**config.mk**
```make
export PLATFORM = sky130hd
export DESIGN_NAME = id_length_checksum_frame_receiver
export DESIGN_NICKNAME = d
export VERILOG_FILES = /design/src/rtl/ilcfr_pkg.sv /design/src/rtl/ilcfr_core.sv /design/src/rtl/ilcfr_skid.sv /design/src/rtl/id_length_checksum_frame_receiver.sv
export SDC_FILE = /design/constraint.sdc
export NUM_CORES = 1
export LEC_CHECK = 0
export BUFFER_PORTS_ARGS = -buffer_cell sky130_fd_sc_hd__buf_2
export CORE_ASPECT_RATIO = 1.5
export CORE_UTILIZATION = 46
export CTS_CLUSTER_SIZE = 40
export DETAILED_ROUTE_END_ITERATION = 7
export HOLD_SLACK_MARGIN = 0.15
export PLACE_DENSITY = 0.65
export SETUP_SLACK_MARGIN = 0.3
export SLEW_MARGIN = 0
export SYNTH_ARGS = -nofsm -noshare
export SYNTH_HDL_FRONTEND = slang
export SYNTH_HIERARCHICAL = 1
export SYNTH_SLANG_ARGS = --single-unit
```
**constraint.sdc**
```tcl
create_clock -name clk_i -period 3.05 [get_ports clk_i]
set_input_delay 0 -clock clk_i [delete_from_list [all_inputs] [get_ports clk_i]]
set_output_delay 0 -clock clk_i [all_outputs]
set_load 0.01 [all_outputs]
```
**src/rtl/ilcfr_pkg.sv**
```systemverilog
// shared types and constants for the id/length/checksum frame receiver
package ilcfr_pkg;

  localparam int unsigned ByteW  = 8;
  localparam int unsigned CfgIdxW = 8;

  localparam logic [ByteW-1:0] MaxLenReset  = 8'd255;
  localparam logic [ByteW-1:0] FrameIdReset = 8'd65;

  localparam logic [CfgIdxW-1:0] RegMaxLen  = 8'd0;
  localparam logic [CfgIdxW-1:0] RegFrameId = 8'd1;

  typedef enum logic [2:0] {
    EV_NONE    = 3'd0,
    EV_ACCEPT  = 3'd1,
    EV_LEN_BAD = 3'd2,
    EV_SUM_BAD = 3'd3,
    EV_ID_BAD  = 3'd4
  } event_e;

  typedef struct packed {
    logic             payload_write;
    logic [ByteW-1:0] payload_index;
    logic [ByteW-1:0] payload_byte;
    event_e           frame_event;
  } result_t;

endpackage

```
**src/rtl/ilcfr_core.sv**
```systemverilog
// frame parser: hunt/length/body state, running sum and per-byte result
module ilcfr_core (
  input  logic                          clk_i,
  input  logic                          rst_ni,
  input  logic                          accept_i,
  input  logic [ilcfr_pkg::ByteW-1:0]   rx_byte_i,
  input  logic [ilcfr_pkg::ByteW-1:0]   max_len_i,
  input  logic [ilcfr_pkg::ByteW-1:0]   frame_id_i,
  output ilcfr_pkg::result_t            result_o
);

  typedef enum logic [1:0] {
    PH_HUNT,
    PH_LEN,
    PH_BODY
  } phase_e;

  phase_e                        phase_q, phase_d;
  logic [ilcfr_pkg::ByteW-1:0]   count_q, count_d;
  logic [ilcfr_pkg::ByteW-1:0]   len_q, len_d;
  logic [ilcfr_pkg::ByteW-1:0]   sum_q, sum_d;
  ilcfr_pkg::result_t            res;

  always_comb begin
    phase_d = phase_q;
    count_d = count_q;
    len_d   = len_q;
    sum_d   = sum_q;
    res     = '{payload_write: 1'b0, payload_index: '0, payload_byte: '0,
                frame_event: ilcfr_pkg::EV_NONE};
    unique case (phase_q)
      PH_HUNT: begin
        if (rx_byte_i == frame_id_i) begin
          phase_d = PH_LEN;
          sum_d   = '0;
        end else begin
          res.frame_event = ilcfr_pkg::EV_ID_BAD;
        end
      end
      PH_LEN: begin
        if (rx_byte_i > max_len_i) begin
          res.frame_event = ilcfr_pkg::EV_LEN_BAD;
          phase_d         = PH_HUNT;
        end else begin
          len_d   = rx_byte_i;
          count_d = '0;
          phase_d = PH_BODY;
        end
      end
      PH_BODY: begin
        if (count_q < len_q) begin
          res.payload_write = 1'b1;
          res.payload_index = count_q;
          res.payload_byte  = rx_byte_i;
          sum_d             = sum_q + rx_byte_i;
          count_d           = count_q + 8'd1;
        end else begin
          res.frame_event = (rx_byte_i == sum_q) ? ilcfr_pkg::EV_ACCEPT
                                                 : ilcfr_pkg::EV_SUM_BAD;
          sum_d           = '0;
          phase_d         = PH_HUNT;
        end
      end
      default: begin
        phase_d = PH_HUNT;
      end
    endcase
  end

  always_ff @(posedge clk_i or negedge rst_ni) begin
    if (!rst_ni) begin
      phase_q <= PH_HUNT;
      count_q <= '0;
      len_q   <= '0;
      sum_q   <= '0;
    end else if (accept_i) begin
      phase_q <= phase_d;
      count_q <= count_d;
      len_q   <= len_d;
      sum_q   <= sum_d;
    end
  end

  assign result_o = res;

endmodule

```
**src/rtl/ilcfr_skid.sv**
```systemverilog
// result register with a skid stage so input keeps flowing under output stall
module ilcfr_skid (
  input  logic               clk_i,
  input  logic               rst_ni,
  input  logic               in_valid_i,
  output logic               in_stall_o,
  input  ilcfr_pkg::result_t in_data_i,
  output logic               out_valid_o,
  input  logic               out_stall_i,
  output ilcfr_pkg::result_t out_data_o
);

  logic               main_valid_q, main_valid_d;
  logic               skid_valid_q, skid_valid_d;
  ilcfr_pkg::result_t main_q, main_d;
  ilcfr_pkg::result_t skid_q, skid_d;
  logic               push;
  logic               pop;

  assign in_stall_o = skid_valid_q;
  assign push       = in_valid_i && !skid_valid_q;
  assign pop        = main_valid_q && !out_stall_i;

  always_comb begin
    main_valid_d = main_valid_q;
    skid_valid_d = skid_valid_q;
    main_d       = main_q;
    skid_d       = skid_q;
    if (pop) begin
      if (skid_valid_q) begin
        main_d       = skid_q;
        skid_valid_d = 1'b0;
      end else if (push) begin
        main_d = in_data_i;
      end else begin
        main_valid_d = 1'b0;
      end
    end else if (push) begin
      if (main_valid_q) begin
        skid_d       = in_data_i;
        skid_valid_d = 1'b1;
      end else begin
        main_d       = in_data_i;
        main_valid_d = 1'b1;
      end
    end
  end

  always_ff @(posedge clk_i or negedge rst_ni) begin
    if (!rst_ni) begin
      main_valid_q <= 1'b0;
      skid_valid_q <= 1'b0;
    end else begin
      main_valid_q <= main_valid_d;
      skid_valid_q <= skid_valid_d;
    end
  end

  always_ff @(posedge clk_i) begin
    main_q <= main_d;
    skid_q <= skid_d;
  end

  assign out_valid_o = main_valid_q;
  assign out_data_o  = main_q;

endmodule

```
**src/rtl/id_length_checksum_frame_receiver.sv**
```systemverilog
// top level of the id/length/checksum frame receiver
//
// rx channel: one received byte per item (rx_valid_i / rx_stall_o). the
// receiver hunts for the frame id byte, reads a length byte, issues each
// payload byte as a buffer write with its index and checks the trailing
// additive checksum. every accepted byte gives exactly one result item.
// res channel: payload_write_o, payload_index_o, payload_byte_o and
// frame_event_o under res_valid_o / res_stall_i.
// cfg channel: cfg_valid_i / cfg_ready_o with cfg_index_i and cfg_data_i;
// index 0 is max_payload_len, index 1 is frame_id, other indexes are
// ignored. cfg_ready_o is always high; write only while idle.
// a byte's result is registered in the result register or skid entry.
// throughput: one byte per cycle while rx_stall_o is low, set by the
// single parser step between the state registers and result register.
// stall: a result register plus one skid entry absorb output stall;
// rx_stall_o rises only once both hold results.
// reset: parser hunts for the id with a zero sum, no results pending,
// max_payload_len is 255 and frame_id is 65.
module id_length_checksum_frame_receiver (
  input  logic                                clk_i,
  input  logic                                rst_ni,
  input  logic                                rx_valid_i,
  output logic                                rx_stall_o,
  input  logic [ilcfr_pkg::ByteW-1:0]         rx_byte_i,
  output logic                                res_valid_o,
  input  logic                                res_stall_i,
  output logic                                payload_write_o,
  output logic [ilcfr_pkg::ByteW-1:0]         payload_index_o,
  output logic [ilcfr_pkg::ByteW-1:0]         payload_byte_o,
  output logic [2:0]                          frame_event_o,
  input  logic                                cfg_valid_i,
  output logic                                cfg_ready_o,
  input  logic [ilcfr_pkg::CfgIdxW-1:0]       cfg_index_i,
  input  logic [ilcfr_pkg::ByteW-1:0]         cfg_data_i
);

  logic [ilcfr_pkg::ByteW-1:0] max_len_q;
  logic [ilcfr_pkg::ByteW-1:0] frame_id_q;
  logic                        rx_accept;
  ilcfr_pkg::result_t          core_res;
  ilcfr_pkg::result_t          out_res;

  assign cfg_ready_o = 1'b1;
  assign rx_accept   = rx_valid_i && !rx_stall_o;

  always_ff @(posedge clk_i or negedge rst_ni) begin
    if (!rst_ni) begin
      max_len_q  <= ilcfr_pkg::MaxLenReset;
      frame_id_q <= ilcfr_pkg::FrameIdReset;
    end else if (cfg_valid_i && cfg_ready_o) begin
      unique case (cfg_index_i)
        ilcfr_pkg::RegMaxLen:  max_len_q  <= cfg_data_i;
        ilcfr_pkg::RegFrameId: frame_id_q <= cfg_data_i;
        default: begin
        end
      endcase
    end
  end

  ilcfr_core u_core (
    .clk_i      (clk_i),
    .rst_ni     (rst_ni),
    .accept_i   (rx_accept),
    .rx_byte_i  (rx_byte_i),
    .max_len_i  (max_len_q),
    .frame_id_i (frame_id_q),
    .result_o   (core_res)
  );

  ilcfr_skid u_skid (
    .clk_i       (clk_i),
    .rst_ni      (rst_ni),
    .in_valid_i  (rx_valid_i),
    .in_stall_o  (rx_stall_o),
    .in_data_i   (core_res),
    .out_valid_o (res_valid_o),
    .out_stall_i (res_stall_i),
    .out_data_o  (out_res)
  );

  assign payload_write_o = out_res.payload_write;
  assign payload_index_o = out_res.payload_index;
  assign payload_byte_o  = out_res.payload_byte;
  assign frame_event_o   = out_res.frame_event;

endmodule

```
# Word-level counts from Yosys, hierarchy flattened
# Cells that the tools add are included.
[totals] latchBits=0 inputBits=29 n_memories=0 output_inout_bits=23 ramBits=0 regBits=84 romBits=0
[classes] n_reduce_logical=21 n_addsub=2 mux=29 shift=0 div=0 bitwise=2 order_cmp=2 multipliers=0 n_eq_ne=12
[ops] op="$mux 20" count=5
[ops] op="$mux 17" count=2
[ops] op="$mux 8" count=4
[ops] op="$pmux 8 s2" count=2
[ops] op="$reduce_and 3->1" count=6
[ops] op="$eq 8x8->1" count=2
[ops] op="$mux 2" count=5
[ops] op="$ne 2x2->1 const B" count=5
[ops] op="$reduce_bool 2->1" count=5
[ops] op="$pmux 3 s3" count=1
[ops] op="$add 8x1->8 const B" count=1
[ops] op="$add 8x8->8" count=1
[ops] op="$eq 8x1->1 const B" count=1
[ops] op="$gt 8x8->1" count=1
[ops] op="$logic_not 8->1" count=1
[ops] op="$lt 8x8->1" count=1
[ops] op="$mux 1" count=7
[ops] op="$mux 3" count=2
[ops] op="$pmux 2 s3" count=1
[ops] op="$reduce_and 2->1" count=3
[ops] op="$ne 2x1->1 const B" count=2
[ops] op="$reduce_and 4->1" count=1
[ops] op="$eq 2x1->1 const B" count=1
[ops] op="$eq 2x2->1 const B" count=1
[ops] op="4 further kinds" count=7

# Logic depth before layout (Yosys ltp)
[logic_depth] word_depth=7 depth_mapped=10 ltp_nobuf=9

# By module
# Netlist, hierarchy kept.
[by_module_without_submodules] mod="ilcfr_core" cells_per_inst=228 instances=1 area_each_um2=2085.8 seq_area_each_um2=650.6
[by_module_without_submodules] mod="ilcfr_skid" cells_per_inst=76 instances=1 area_each_um2=1671.6 seq_area_each_um2=1251.2
[by_module_without_submodules] mod="id_length_checksum_frame_receiver" cells_per_inst=41 instances=1 area_each_um2=689.4 seq_area_each_um2=412.9

# Least setup slack after synthesis
# Ideal clock, no wire load.
[synth_timing] path_type="reg2reg" start="reg u_skid.main_valid_q (netlist: u_skid/out_valid_o)" end="reg u_skid.main_q, in the netlist u_skid/out_data_o[0], enable pin" slack_ns=0.159 t_arrival_ns=2.464 n_path_buf=0 synth_period_minus_slack_ns=2.891 stages_incl_launch_ff=4 cell_sequence="dfrtp_1 -> or2b_1 -> ha_1 -> nor3b_1"
[synth_via] elab_chain_len=3 elab_cells_between_ends=4 classes_between="eq/ne: 1; reduce/logical: 3"
[synth_rtl] element="start, declared" line_no="ilcfr_skid.sv:13" text="logic main_valid_q, main_valid_d;"
[synth_rtl] element="start signal, assigned" line_no="ilcfr_skid.sv:54" text="main_valid_q <= main_valid_d;"
[synth_rtl] element="$logic_and 1x1->1" line_no="ilcfr_skid.sv:22" text="assign pop = main_valid_q && !out_stall_i;"
[synth_rtl] element="$ne 2x2->1 (no source line) / $reduce_bool 2->1 (equally long branches)"
[synth_rtl] element="$reduce_and 3->1 (no source line) (*)"
[synth_rtl] element="end signal, assigned" line_no="ilcfr_skid.sv:60" text="main_q <= main_d;"
[synth_rtl] element="end, declared" line_no="ilcfr_skid.sv:15" text="ilcfr_pkg::result_t main_q, main_d;"
# Mark *: on every way between the ends. The rest lies on a longest branch, timed or not.
# A chain may end at the register's enable or synchronous reset.

# Worst setup path in the final report
[layout_timing] start="reg u_core/count_q[6] (netlist name)" end="reg u_core/sum_q[7] (netlist name)"
[layout_via] elab_chain_len=3
[layout_rtl] element="start, declared" line_no="ilcfr_core.sv:19" text="logic [ilcfr_pkg::ByteW-1:0] count_q, count_d;"
[layout_rtl] element="start signal, assigned" line_no="ilcfr_core.sv:78" text="count_q <= count_d;"
[layout_rtl] element="$lt 8x8->1" line_no="ilcfr_core.sv:51" text="if (count_q < len_q) begin"
[layout_rtl] element="$mux 8" line_no="ilcfr_core.sv:51"
[layout_rtl] element="$pmux 8 s2" line_no="ilcfr_core.sv:31" text="unique case (phase_q)"
[layout_rtl] element="end signal, assigned" line_no="ilcfr_core.sv:80" text="sum_q <= sum_d;"
[layout_rtl] element="end, declared" line_no="ilcfr_core.sv:21" text="logic [ilcfr_pkg::ByteW-1:0] sum_q, sum_d;"
# No other way between the ends.

==> flow_summary.toml <==
[setup_path]
crit_fanout = 9
cp-end-kind = "flop"
arrival_ns = 2.69
cp.required_ns = 3.31
start_kind = "flop"
worstSetupPathType = "flop to flop"

[clocking]
clk_pin_slew_ns = 0.06
cts_root_buffer = "clkbuf_16"
clock_path_buffers = 2
clock_sinks = 84
cts_tree = "built"
numCtsBuffers = 9
clock_latency_ns = 0.33
htreeDepth = 3
cts_setup_buffers = 0

[route]
drtPass1Iterations = 4
top_layer_used = "met4"
drt_iter0_markers = 140
antenna_left = 0
detail_route.wirelength.met1_um = 3409
post_drt_wl_per_cell_um = 15.09
vias_per_cell = 5.335
route.met3.wl_um = 237
drc = 0
wl_um = 8072
num_vias = 2854
route.met2.wl_um = 4252

[timing]
rsz0062_at_grt = "no"
period_share = 0.7963
skew_ns = 0.004757
relSlewSlack = 0.3411
clock.fmax_ghz = 0.4117
fin_ws_ns = 0.6212
holdWs_ns = 0.1925
hold_violations = 0
tns_ns = 0
period_minus_slack_ns = 2.429
tightest_slew_ns = 0.9884
drv_slew = 0
finalSetupViolCount = 0

[synthesis]
synth_seq_area_share = 0.5205
synth_nets = 399
netlist-cell-type-count = 55
synthCells = 345
synth-edff-count = 40
synthArstFlopShare = 0.5238
synth_area_um2 = 4447
synth_seq_cells = 84
synth_top_flop_cell = "edfxtp_1"
ys.warnings.count = 6
avgSynthCellArea_um2 = 12.89

[grt]
grt_pass1_vias = 2944
antenna_found_initial = 0
grt_util_all_layers = 0.1834
grt_pass1_wl_um = 13650
grt_overflow = 0
grt_max_degree = 45

[floorplanning]
die-width_um = 82.28
start_util = 0.4778
fp-row-count = 43
dieArea_um2 = 10070
pin_count = 52
coreArea_um2 = 9308
die_y_um = 122.4

[layout]
diodes = 0
area_delta_synth_final_pct = 18.94
drive_gt1_frac = 0.3073
fin_area_um2 = 5289
layout.nets = 472

[placement]
io_buffers = 50
dp_slack_ns = 0.6289
gp_congestion = 0.8350
dpl_cell_area_um2 = 4782
dp_hpwl_um = 5924

[pwr]
power.total_uw = 3150
power_density_nw_per_um2 = 595.6
power.leakage_uw = 0.002391
vdd_drop_max_mv = 0.3458

[worst_hold_path]
hold_class = "input pin to flop"

[run]
drv_cap = 0

[run_status]
status = "finished clean"
## worst max-delay path, stage by stage (launching register included)
cell	delay [ns]
dfrtp_1	0.42
ha_1	0.32
a21o_1	0.19
a21oi_2	0.19
and3_1	0.31
buf_4	0.21
nand2_4	0.10
or4_1	0.52
o21ai_1	0.08
## cell families after synthesis
logic type / share of synthesized area
xor+xnor: 0.03151
fa+ha+maj: 0.07203
buf+inv: 0.04052
compound gates: 0.07429
other cells: 0.0008433
flops: 0.5205
mux: 0.1407
simple gates: 0.1196
## power breakdown
| part | internal [µW] | leakage, µW | total, µW | switching, µW |
|---|---|---|---|---|
| logic | 283 | 0.00129 | 582 | 299 |
| registers | 1360 | 0.000940 | 1430 | 64.0 |
| clock network | 713 | 0.000157 | 1140 | 427 |
## path summary, 6_finish.rpt
path / to / cells past startpoint / slack [ns] / start
max: u_core/sum_q[7] / 8 / 0.62 / u_core/count_q[6]
min: u_core/phase_q[0] / 3 / 0.19 / rx_valid_i
max reg2reg: u_core/sum_q[7] / 8 / 0.62 / u_core/count_q[6]
min reg2reg: u_core/len_q[2] / 1 / 0.48 / u_core/len_q[2]
max in group asynchronous: u_core/len_q[7] / 2 / 2.07 / rst_ni
min in group asynchronous: u_core/sum_q[3] / 2 / 0.37 / rst_ni
## metrics by stage
stage               instances  utilization
floorplan                 345            -
global placement          500       0.5138
detailed placement        500       0.5138
CTS                       535       0.5682
global route              535       0.5682
finish                    535       0.5682
## synth_stat cells (all sizes together) (2+ instances only)
| cell | instances | area, µm² |
|---|---|---|
| xnor2 | 12 | 105.1 |
| clkbuf | 2 | 7.510 |
| dfrtp | 34 | 850.8 |
| nand4 | 6 | 43.79 |
| mux2 | 45 | 615.6 |
| ha | 24 | 300.3 |
| or4 | 2 | 15.01 |
| or2 | 2 | 12.51 |
| nor3 | 4 | 36.29 |
| nand2 | 20 | 82.58 |
| nand3 | 6 | 30.03 |
| o21ai | 13 | 65.06 |
| or3 | 2 | 12.51 |
| dfstp | 10 | 262.8 |
| nand2b | 10 | 62.56 |
| a21oi | 10 | 53.80 |
| xor2 | 4 | 35.03 |
| nor2 | 9 | 33.78 |
| a21o | 5 | 37.54 |
| o211ai | 2 | 15.01 |
| and3 | 20 | 125.1 |
| o31ai | 4 | 30.03 |
| inv | 22 | 82.58 |
| a32o | 5 | 50.05 |
| edfxtp | 40 | 1201 |
| o21a | 2 | 15.01 |
| buf | 10 | 90.08 |
| nor2b | 3 | 18.77 |
## state kept, by name, indices dropped and copies added, names as in the netlist
name and count:
u_skid/out_data_o 20, frame_id_q 8, u_skid/in_stall_o 1, u_skid/out_valid_o 1, u_core/len_q 8, u_core/count_q 8
u_skid/skid_q 20, u_core/phase_q 2, max_len_q 8, u_core/sum_q 8
## what timing repair did
item / CTS / global route
hold buffers: 19 / 0
gates resized for setup: 0 / 0
endpoints found under the hold margin: 64 / 0
## routing by layer
layer,vias to the layer above,GRT usage
met1,1377,0.2073
met3,13,0.03346
met4,0,0.08553
met2,66,0.3254
li1,1398,-
met5,-,0
## cell usage in the layout, fill, tap and decap left out, types with 12 or more instances in the layout
cell	netlist	layout
dfrtp_1	34	34
and3_1	20	20
ha_1	24	24
dlygate4sd3_1	0	19
xnor2_1	12	12
nand2_1	19	19
mux2_2	12	12
inv_1	22	22
mux2_4	29	29
buf_2	3	50
edfxtp_1	40	40
## final cells by class
class	count	area [µm²]
Fill cell	769	4019
Sequential cell	84	2315
Multi-Input combinational cell	227	1957
Timing Repair Buffer	74	478.0
Clock buffer	9	225.2
Tap cell	112	140.1
Clock inverter	7	91.34
Inverter	22	82.58
No activity file was read; power rests on OpenSTA's default activity.
